[src/hdl/rc4_pkg.sv]
// Shared types and constants of the RC4 stream cipher.
package rc4_pkg;

  localparam int MAX_KEY_BYTES_DEF = 16;
  localparam int KEY_BYTES         = 16;
  localparam int PERM_DEPTH        = 256;
  localparam int APB_AW            = 5;
  localparam int APB_DW            = 64;

  localparam logic [1:0] REG_KEY_LOW    = 2'd0;
  localparam logic [1:0] REG_KEY_HIGH   = 2'd1;
  localparam logic [1:0] REG_KEY_LENGTH = 2'd2;

  localparam logic CMD_INIT  = 1'b0;
  localparam logic CMD_CRYPT = 1'b1;

  typedef struct packed {
    logic       command;
    logic [7:0] data_in;
  } rc4_item_t;

  typedef struct packed {
    logic [7:0] data_out;
    logic       init_done;
  } rc4_result_t;

  typedef enum logic [3:0] {
    OP_IDLE,
    OP_FILL,
    OP_KS_READ_N,
    OP_KS_READ_J,
    OP_KS_WRITE_J,
    OP_KS_WRITE_N,
    OP_INIT_ACK,
    OP_CR_READ_J,
    OP_CR_SWAP,
    OP_CR_DONE
  } rc4_op_t;

  typedef struct packed {
    rc4_op_t op;
    logic    start_init;
    logic    start_crypt;
    logic    load_result;
  } rc4_cmd_t;

  typedef struct packed {
    logic idx_last;
    logic out_free;
  } rc4_status_t;

endpackage

[src/hdl/rc4_ctrl.sv]
// Sequencer of the RC4 cipher: key schedule and per-byte crypt steps.
module rc4_ctrl (
  input  logic                 clk,
  input  logic                 rst,
  input  logic                 item_valid,
  input  logic                 item_command,
  output logic                 item_stall,
  input  rc4_pkg::rc4_status_t status,
  output rc4_pkg::rc4_cmd_t    cmd
);
  import rc4_pkg::*;

  typedef enum logic [9:0] {
    S_IDLE       = 10'b0000000001,
    S_FILL       = 10'b0000000010,
    S_KS_READ_N  = 10'b0000000100,
    S_KS_READ_J  = 10'b0000001000,
    S_KS_WRITE_J = 10'b0000010000,
    S_KS_WRITE_N = 10'b0000100000,
    S_INIT_ACK   = 10'b0001000000,
    S_CR_READ_J  = 10'b0010000000,
    S_CR_SWAP    = 10'b0100000000,
    S_CR_DONE    = 10'b1000000000
  } state_t;

  state_t state;
  state_t state_next;
  logic   can_take;
  logic   accept;
  state_t start_state;

  assign can_take    = (state == S_IDLE) || ((state == S_CR_DONE) && status.out_free);
  assign accept      = item_valid && can_take;
  assign item_stall  = !can_take;
  assign start_state = (item_command == CMD_CRYPT) ? S_CR_READ_J : S_FILL;

  always_comb begin
    cmd.start_init  = accept && (item_command == CMD_INIT);
    cmd.start_crypt = accept && (item_command == CMD_CRYPT);
    cmd.load_result = ((state == S_CR_DONE) || (state == S_INIT_ACK)) && status.out_free;
    state_next      = state;
    unique case (state)
      S_IDLE: begin
        cmd.op = OP_IDLE;
        if (accept) state_next = start_state;
      end
      S_FILL: begin
        cmd.op = OP_FILL;
        if (status.idx_last) state_next = S_KS_READ_N;
      end
      S_KS_READ_N: begin
        cmd.op     = OP_KS_READ_N;
        state_next = S_KS_READ_J;
      end
      S_KS_READ_J: begin
        cmd.op     = OP_KS_READ_J;
        state_next = S_KS_WRITE_J;
      end
      S_KS_WRITE_J: begin
        cmd.op     = OP_KS_WRITE_J;
        state_next = S_KS_WRITE_N;
      end
      S_KS_WRITE_N: begin
        cmd.op     = OP_KS_WRITE_N;
        state_next = status.idx_last ? S_INIT_ACK : S_KS_READ_J;
      end
      S_INIT_ACK: begin
        cmd.op = OP_INIT_ACK;
        if (status.out_free) state_next = S_IDLE;
      end
      S_CR_READ_J: begin
        cmd.op     = OP_CR_READ_J;
        state_next = S_CR_SWAP;
      end
      S_CR_SWAP: begin
        cmd.op     = OP_CR_SWAP;
        state_next = S_CR_DONE;
      end
      S_CR_DONE: begin
        cmd.op = OP_CR_DONE;
        if (status.out_free) state_next = accept ? start_state : S_IDLE;
      end
      default: begin
        cmd.op     = OP_IDLE;
        state_next = S_IDLE;
      end
    endcase
  end

  always_ff @(posedge clk) begin
    if (rst) begin
      state <= S_IDLE;
    end else begin
      state <= state_next;
    end
  end

endmodule

[src/hdl/rc4_datapath.sv]
// Permutation memory, indices, key position and result register of the RC4 cipher.
module rc4_datapath #(
  parameter int MAX_KEY_BYTES = rc4_pkg::MAX_KEY_BYTES_DEF
) (
  input  logic                                  clk,
  input  logic                                  rst,
  input  rc4_pkg::rc4_cmd_t                     cmd,
  output rc4_pkg::rc4_status_t                  status,
  input  logic [7:0]                            data_in,
  input  logic [rc4_pkg::KEY_BYTES-1:0][7:0]    key_bytes,
  input  logic [4:0]                            key_length,
  output logic                                  result_valid,
  input  logic                                  result_stall,
  output rc4_pkg::rc4_result_t                  result
);
  import rc4_pkg::*;

  localparam int         KPOS_W  = (MAX_KEY_BYTES > 1) ? $clog2(MAX_KEY_BYTES) : 1;
  localparam logic [4:0] LEN_MAX = 5'(MAX_KEY_BYTES);

  logic [7:0] perm [PERM_DEPTH];
  logic [7:0] rdata;
  logic       we;
  logic       re;
  logic [7:0] waddr;
  logic [7:0] wdata;
  logic [7:0] raddr;

  logic [7:0]        idx_i;
  logic [7:0]        idx_j;
  logic [KPOS_W-1:0] kpos;
  logic [7:0]        a_reg;
  logic [7:0]        b_reg;
  logic [7:0]        t_reg;
  logic [7:0]        data_reg;

  logic [4:0] len_eff;
  logic [4:0] kpos_inc;
  logic [7:0] key_byte;
  logic [7:0] ks_j;
  logic [7:0] cr_j;
  logic [7:0] ks_val;
  logic       out_free;

  assign len_eff  = (key_length == 5'd0) ? 5'd1 :
                    (key_length > LEN_MAX) ? LEN_MAX : key_length;
  assign kpos_inc = 5'(kpos) + 5'd1;
  assign key_byte = key_bytes[4'(kpos)];
  assign ks_j     = idx_j + key_byte + rdata;
  assign cr_j     = idx_j + rdata;
  // Post-swap value at a+b: the swap into j landed last cycle, the one into i lands now.
  assign ks_val   = (t_reg == idx_j) ? a_reg :
                    (t_reg == idx_i) ? b_reg : rdata;
  assign out_free = !result_valid || !result_stall;

  assign status.idx_last = (idx_i == 8'hFF);
  assign status.out_free = out_free;

  always_comb begin
    we    = 1'b0;
    re    = 1'b0;
    waddr = idx_i;
    wdata = b_reg;
    raddr = idx_i + 8'd1;
    unique case (cmd.op)
      OP_FILL: begin
        we    = 1'b1;
        wdata = idx_i;
      end
      OP_KS_READ_N: begin
        re    = 1'b1;
        raddr = idx_i;
      end
      OP_KS_READ_J: begin
        re    = 1'b1;
        raddr = ks_j;
      end
      OP_KS_WRITE_J: begin
        we    = 1'b1;
        waddr = idx_j;
        wdata = a_reg;
      end
      OP_KS_WRITE_N: begin
        we    = 1'b1;
        wdata = rdata;
        re    = 1'b1;
      end
      OP_CR_READ_J: begin
        re    = 1'b1;
        raddr = cr_j;
      end
      OP_CR_SWAP: begin
        we    = 1'b1;
        waddr = idx_j;
        wdata = a_reg;
        re    = 1'b1;
        raddr = a_reg + rdata;
      end
      OP_CR_DONE: begin
        we = 1'b1;
      end
      default: begin
        we = 1'b0;
      end
    endcase
    if (cmd.start_crypt) begin
      re    = 1'b1;
      raddr = idx_i + 8'd1;
    end
  end

  always_ff @(posedge clk) begin
    if (we) perm[waddr] <= wdata;
    if (re) rdata <= perm[raddr];
  end

  always_ff @(posedge clk) begin
    if ((cmd.op == OP_KS_READ_J) || (cmd.op == OP_CR_READ_J)) a_reg <= rdata;
    if (cmd.op == OP_CR_SWAP) begin
      b_reg <= rdata;
      t_reg <= a_reg + rdata;
    end
    if (cmd.start_crypt) data_reg <= data_in;
    if (cmd.load_result) begin
      if (cmd.op == OP_INIT_ACK) begin
        result <= '{data_out: 8'h00, init_done: 1'b1};
      end else begin
        result <= '{data_out: data_reg ^ ks_val, init_done: 1'b0};
      end
    end
  end

  always_ff @(posedge clk) begin
    if (rst) begin
      idx_i        <= '0;
      idx_j        <= '0;
      kpos         <= '0;
      result_valid <= 1'b0;
    end else begin
      if (cmd.start_init) begin
        idx_i <= '0;
        idx_j <= '0;
        kpos  <= '0;
      end else if (cmd.start_crypt) begin
        idx_i <= idx_i + 8'd1;
      end else begin
        priority case (cmd.op)
          OP_FILL, OP_KS_WRITE_N: idx_i <= idx_i + 8'd1;
          OP_KS_READ_J: begin
            idx_j <= ks_j;
            kpos  <= (kpos_inc >= len_eff) ? '0 : kpos_inc[KPOS_W-1:0];
          end
          OP_CR_READ_J: idx_j <= cr_j;
          OP_INIT_ACK: begin
            idx_i <= '0;
            idx_j <= '0;
          end
          default: idx_j <= idx_j;
        endcase
      end
      if (cmd.load_result) begin
        result_valid <= 1'b1;
      end else if (!result_stall) begin
        result_valid <= 1'b0;
      end
    end
  end

endmodule

[src/hdl/rc4_stream_cipher.sv]
// RC4 stream cipher top level: configuration registers, sequencer and datapath.
//
// RC4 stream cipher with one byte-wide simple dual-port permutation memory
// (256 x 8, one write and one registered read per cycle). An init transaction
// (command 0) runs the key schedule with the current key registers and
// clears both indices; its result carries init_done = 1 and data_out = 0.
// The schedule first fills the memory with the identity, then scrambles it
// entry by entry (read S[j], write S[j], write S[i]). A crypt transaction
// (command 1) produces data_in XOR the next keystream byte; the same step
// encrypts and decrypts. A crypt byte steps through the read-j, swap and
// done states; its result is registered in the done state, and the next
// transaction is taken in that same cycle while the result side keeps up.
// The sequence is set by the single read port: three reads (S[i], S[j] and
// S[a+b]) and two swap writes per byte, with the last write overlapped with
// the next byte's first read.
// The result register holds a finished result while stalled; the block then
// holds further input. Key bytes are used cyclically over key_length bytes
// (0 counts as 1, above MAX_KEY_BYTES saturates). Crypt before the first
// init returns undefined data. Write configuration only while idle.
// Registers (APB, 64-bit data): 0x00 key bytes 0..7, 0x08 key bytes 8..15,
// 0x10 key_length (5 bits, reset 5). The unused word at 0x18 ignores writes, reads 0.
module rc4_stream_cipher #(
  parameter int MAX_KEY_BYTES = rc4_pkg::MAX_KEY_BYTES_DEF
) (
  input  logic                        clk,
  input  logic                        rst,
  // input transaction channel
  input  logic                        item_valid,
  output logic                        item_stall,
  input  rc4_pkg::rc4_item_t          item,
  // result transaction channel
  output logic                        result_valid,
  input  logic                        result_stall,
  output rc4_pkg::rc4_result_t        result,
  // configuration port
  input  logic                        psel,
  input  logic                        penable,
  input  logic                        pwrite,
  input  logic [rc4_pkg::APB_AW-1:0]  paddr,
  input  logic [rc4_pkg::APB_DW-1:0]  pwdata,
  output logic [rc4_pkg::APB_DW-1:0]  prdata,
  output logic                        pready
);
  import rc4_pkg::*;

  logic [63:0]                 key_low_bytes;
  logic [63:0]                 key_high_bytes;
  logic [4:0]                  key_length;
  logic [KEY_BYTES-1:0][7:0]   key_bytes;
  logic [1:0]                  reg_sel;
  logic                        reg_write;
  rc4_cmd_t                    cmd;
  rc4_status_t                 status;

  // Registers sit on 8-byte boundaries; decode the word index only.
  assign reg_sel   = paddr[4:3];
  assign pready    = 1'b1;
  assign reg_write = psel && penable && pwrite && pready;
  assign key_bytes = {key_high_bytes, key_low_bytes};

  // Register writes: key words take the full bus, the length keeps five bits.
  always_ff @(posedge clk) begin
    if (rst) begin
      key_low_bytes  <= '0;
      key_high_bytes <= '0;
      key_length     <= 5'd5;
    end else if (reg_write) begin
      unique case (reg_sel)
        REG_KEY_LOW:    key_low_bytes  <= pwdata;
        REG_KEY_HIGH:   key_high_bytes <= pwdata;
        REG_KEY_LENGTH: key_length     <= pwdata[4:0];
        default:        key_length     <= key_length;
      endcase
    end
  end

  // Read back the addressed register; unmapped words read as zero.
  always_comb begin
    unique case (reg_sel)
      REG_KEY_LOW:    prdata = key_low_bytes;
      REG_KEY_HIGH:   prdata = key_high_bytes;
      REG_KEY_LENGTH: prdata = {59'd0, key_length};
      default:        prdata = '0;
    endcase
  end

  // Sequencer: accepts transactions and steps the datapath through each one.
  rc4_ctrl u_ctrl (
    .clk          (clk),
    .rst          (rst),
    .item_valid   (item_valid),
    .item_command (item.command),
    .item_stall   (item_stall),
    .status       (status),
    .cmd          (cmd)
  );

  // Datapath: permutation memory, indices, key position and result register.
  rc4_datapath #(
    .MAX_KEY_BYTES (MAX_KEY_BYTES)
  ) u_datapath (
    .clk          (clk),
    .rst          (rst),
    .cmd          (cmd),
    .status       (status),
    .data_in      (item.data_in),
    .key_bytes    (key_bytes),
    .key_length   (key_length),
    .result_valid (result_valid),
    .result_stall (result_stall),
    .result       (result)
  );

endmodule

[config.mk]
export PLATFORM = sky130hd
export DESIGN_NAME = rc4_stream_cipher
export DESIGN_NICKNAME = d
export VERILOG_FILES = /design/src/hdl/rc4_pkg.sv /design/src/hdl/rc4_ctrl.sv /design/src/hdl/rc4_datapath.sv /design/src/hdl/rc4_stream_cipher.sv
export SDC_FILE = /design/constraint.sdc
export NUM_CORES = 2
export LEC_CHECK = 0
export BUFFER_PORTS_ARGS = -buffer_cell sky130_fd_sc_hd__buf_2
export CAP_MARGIN = 10
export CORE_MARGIN = 2
export CORE_UTILIZATION = 35
export CTS_CLUSTER_SIZE = 14
export DETAILED_ROUTE_END_ITERATION = 16
export HOLD_SLACK_MARGIN = 0.03
export SYNTH_ARGS = -nofsm -noshare
export SYNTH_HDL_FRONTEND = slang
export SYNTH_SLANG_ARGS = --single-unit
[constraint.sdc]
create_clock -name clk -period 31.2 [get_ports clk]
set_clock_uncertainty 0.1 [all_clocks]
set_input_delay 6.24 -clock clk [delete_from_list [all_inputs] [get_ports clk]]
set_output_delay 6.24 -clock clk [all_outputs]
set_load 0.05 [all_outputs]
==> summary.txt <==
Global routing
  – First-pass GRT wire length: 422000 µm
  – Number of global-route vias before repair: slightly below 60k
  – Largest net degree at the start of global routing: 242
  – Initial antenna violation count: 21
  – GR Util All Layers: 0.211
  – Gr ovfl total: 0

Synth
  – Post-synth EDFFs: between 2k and 2.5k
  – Most area-consuming cells after synthesis: edfxtp_1, nand2_1, dfxtp_1
  – #FFs+latches synth: 2261
  – Synthesized area: just over 90000 µm²
  – Syn Nets: about 7.5k
  – Post-Syn Area per Cell: 12.6 µm²
  – Async S/R FF share, synth: 0
  – Yosys warning total: 0
  – Sequential fraction of the synthesis area: 0.708
  – Area leader, netlist: edfxtp_1
  – Distinct cells, synth: 86
  – Cells after Synth: 7423
  – Post-synth top area share: 0.673
  – Main synth FF type: edfxtp_1

Placement
  – Placed Area: 98000 µm²
  – IO buf count: 156
  – Setup WS pre-CTS: 16.63 ns
  – Placer Congestion: between 0.8 and 0.9
  – DP HPWL: 174000 µm

CTS
  – CTS root buf: clkbuf_16
  – Worst-path clk slew: 0.06 ns
  – Num CTS Buffers: 223
  – TritonCTS clock tree: done
  – Clock buffer depth: 3
  – Postcts setup bufs: 0
  – CTS Hold Bufs: 0
  – Clock Latency Late Sink: 0.89 ns
  – CTS-repair resized insts: 0
  – H-tree Lvls: 4
  – Num Clock Sinks: 2261

Critical path
  – R2R setup slack: 21.39 ns
  – Setup CP Type: input pin to output pin
  – Crit path DAT: between 8 and 9 ns
  – Max incr delay on CP: approximately 0.76 ns
  – Buf/Inv on CP: 3
  – Critical Path Start Type: input pin
  – Most used cell, CP: buf_4
  – Crit end category: output pin
  – Family with the most delay on the worst path: buffers and inverters
  – Crit-path cells: buf_4, buf_4, mux2i_1, nor2_1, buf_2
  – Max stage delay cell, worst path: buf_4
  – CP required: ~25 ns
  – CP Max Fanout: a little under 50

Detailed routing
  – DR pass1 iterations: 6
  – Starting DRT DRC Count: 7942
  – Vias: approximately 63k
  – WL met2: between 100000 and 150000 µm
  – Routed Antenna Nets: 0
  – Final wirelength: 295000 µm
  – DRT met1 WL: 117000 µm
  – Metal3 WL: 28100 µm
  – Uppermost layer routed: met5
  – Vias per cell: 5.63
  – WL/cell: around 26 µm
  – # DRC: 0

Timing
  – RSZ-0062 raised after global routing: no
  – Fin crit period: 14.55 ns
  – Final setup fails: 0
  – Setup TNS: 0 ns
  – Slew @ Worst Pin: between 1 and 1.5 ns
  – Final Max Slew Viols: 0
  – Max-slew headroom: 0.0816
  – Maximum clock rate: a little under 70 MHz
  – Final Hold Viols: 0
  – Final period util: 0.466
  – Final setup margin: 16.65 ns

Layout
  – Final Core Density: 0.396
  – Max reg flops: 2048
  – Layout cells sized above 1: 0.0937
  – Layout Nets: 7566
  – Top reg by flops: u_datapath.perm
  – Top flop regs: u_datapath.perm x2048, key_high_bytes x64, key_low_bytes x64
  – Area Overhead vs Synth: 12.4%
  – Fin area: 105000 µm²

Floorplanning
  – Die Y: 521 µm
  – Area of the core: ~270000 µm²
  – Die X: 521 µm
  – Initial Utilization: 0.352
  – Full die area: 272000 µm²
  – FP Rows: between 150 and 200
  – # IOs: 161

Power and ir drop
  – Power per cell area: 62.8 nW/µm²
  – P_leak: 34.5 nW
  – Total power: 6.61 mW
  – Max VDD drop: 56.1 µV

Flow run
  – Max-cap violations: 0

Outcome
  – Status: finished clean

Worst hold path
  – HP Class: flop to flop
==> logic make-up (layout without fill, tap and decap cells) <==
group | count (synthesis) | in the layout | share of synthesized area
AO/OA/AOI/OAI | 924 | 924 | 0.0652
buffers and inverters | 521 | 729 | 0.0251
XOR/XNOR | 54 | 54 | 0.00505
multiplexers | 349 | 349 | 0.0427
other | 1 | 11 | 0.0000401
AND/OR/NAND/NOR | 3276 | 3276 | 0.148
flip-flops | 2261 | 2261 | 0.708
adder cells (fa/ha/maj) | 37 | 37 | 0.00575
==> through the flow <==
step,hold WS [ns],std cells
2_1_floorplan,0.345,7423
3_3_place_gp,0.357,10800
3_5_place_dp,0.358,10800
5_1_grt,0.395,11200
4_1_cts,0.366,11200
6_report,0.366,11200
==> power by group <==
| part | switching, mW | leakage (nW) | internal (mW) | total, mW |
|---|---|---|---|---|
| Clock | 1.16 | 3.49 | 1.50 | 2.66 |
| Combinational | 0.465 | 10.8 | 0.171 | 0.636 |
| Sequential | 0.00883 | 20.2 | 3.31 | 3.32 |
| Total | 1.64 | 34.5 | 4.97 | 6.61 |
==> final timing paths <==
check | startpoint | end | cells past startpoint
max | paddr[3] | prdata[50] | 5
min | key_low_bytes[49] | key_low_bytes[49] | 2
max reg2reg | u_datapath.kpos[0] | u_datapath.rdata[0] | 20
min reg2reg | key_low_bytes[49] | key_low_bytes[49] | 2
==> cells in the final DEF, fill, tap and decap left out, drive strengths merged, types with 8 or more instances in the layout <==
cell and n:
and3 111, clkinv 104, o21ai 81, nor3 33, xnor2 25, clkbuf 277, inv 25, nor4 29
fa 10, a2111oi 10, o211ai 16, a41oi 8, o221ai 18, xor2 29, nand3b 13, a31oi 90
nand4 51, edfxtp 2097, diode 10, or3 11, a21oi 349, nand2 1929, a32oi 51, bufinv 19
a22oi 55, a221oi 42, a221o 10, a211oi 28, dfxtp 164, a311oi 62, ha 27, o22ai 31
a21o 9, nand3 642, mux4 40, buf 298, mux2i 304, nand2b 11, nor2 414
==> final cells by class <==
type                       count  area (µm²)
antenna                       10        25.0
sequential                  2261       66300
clock inverter               135        1210
fill                       24600      160000
timing repair buffer         298        2030
multi-input combinational   4641       25300
inverter                      19        71.3
tap                         3533        4420
clock buffer                 277        5920
==> synth_stat cells (all sizes together) (55+ instances only) <==
library cell	instances
a22oi	55
a31oi	90
nor2	414
buf	302
mux2i	304
edfxtp	2097
nand2	1929
clkbuf	200
o21ai	81
a311oi	62
and3	111
nand3	642
a21oi	349
dfxtp	164
==> worst min-delay path, cell delays in order (launching register included) <==
cell and delay (ns):
dfxtp_1 0.31, nand2_1 0.05, a21oi_1 0.05
==> routing by layer <==
layer | vias up | GRT usage
met1 | 31600 | 0.281
met3 | 635 | 0.0449
li1 | 27400 | -
met2 | 3259 | 0.331
met4 | 14 | 0.0942
met5 | - | 0
Note: power is estimated with default switching activity, not from simulation.
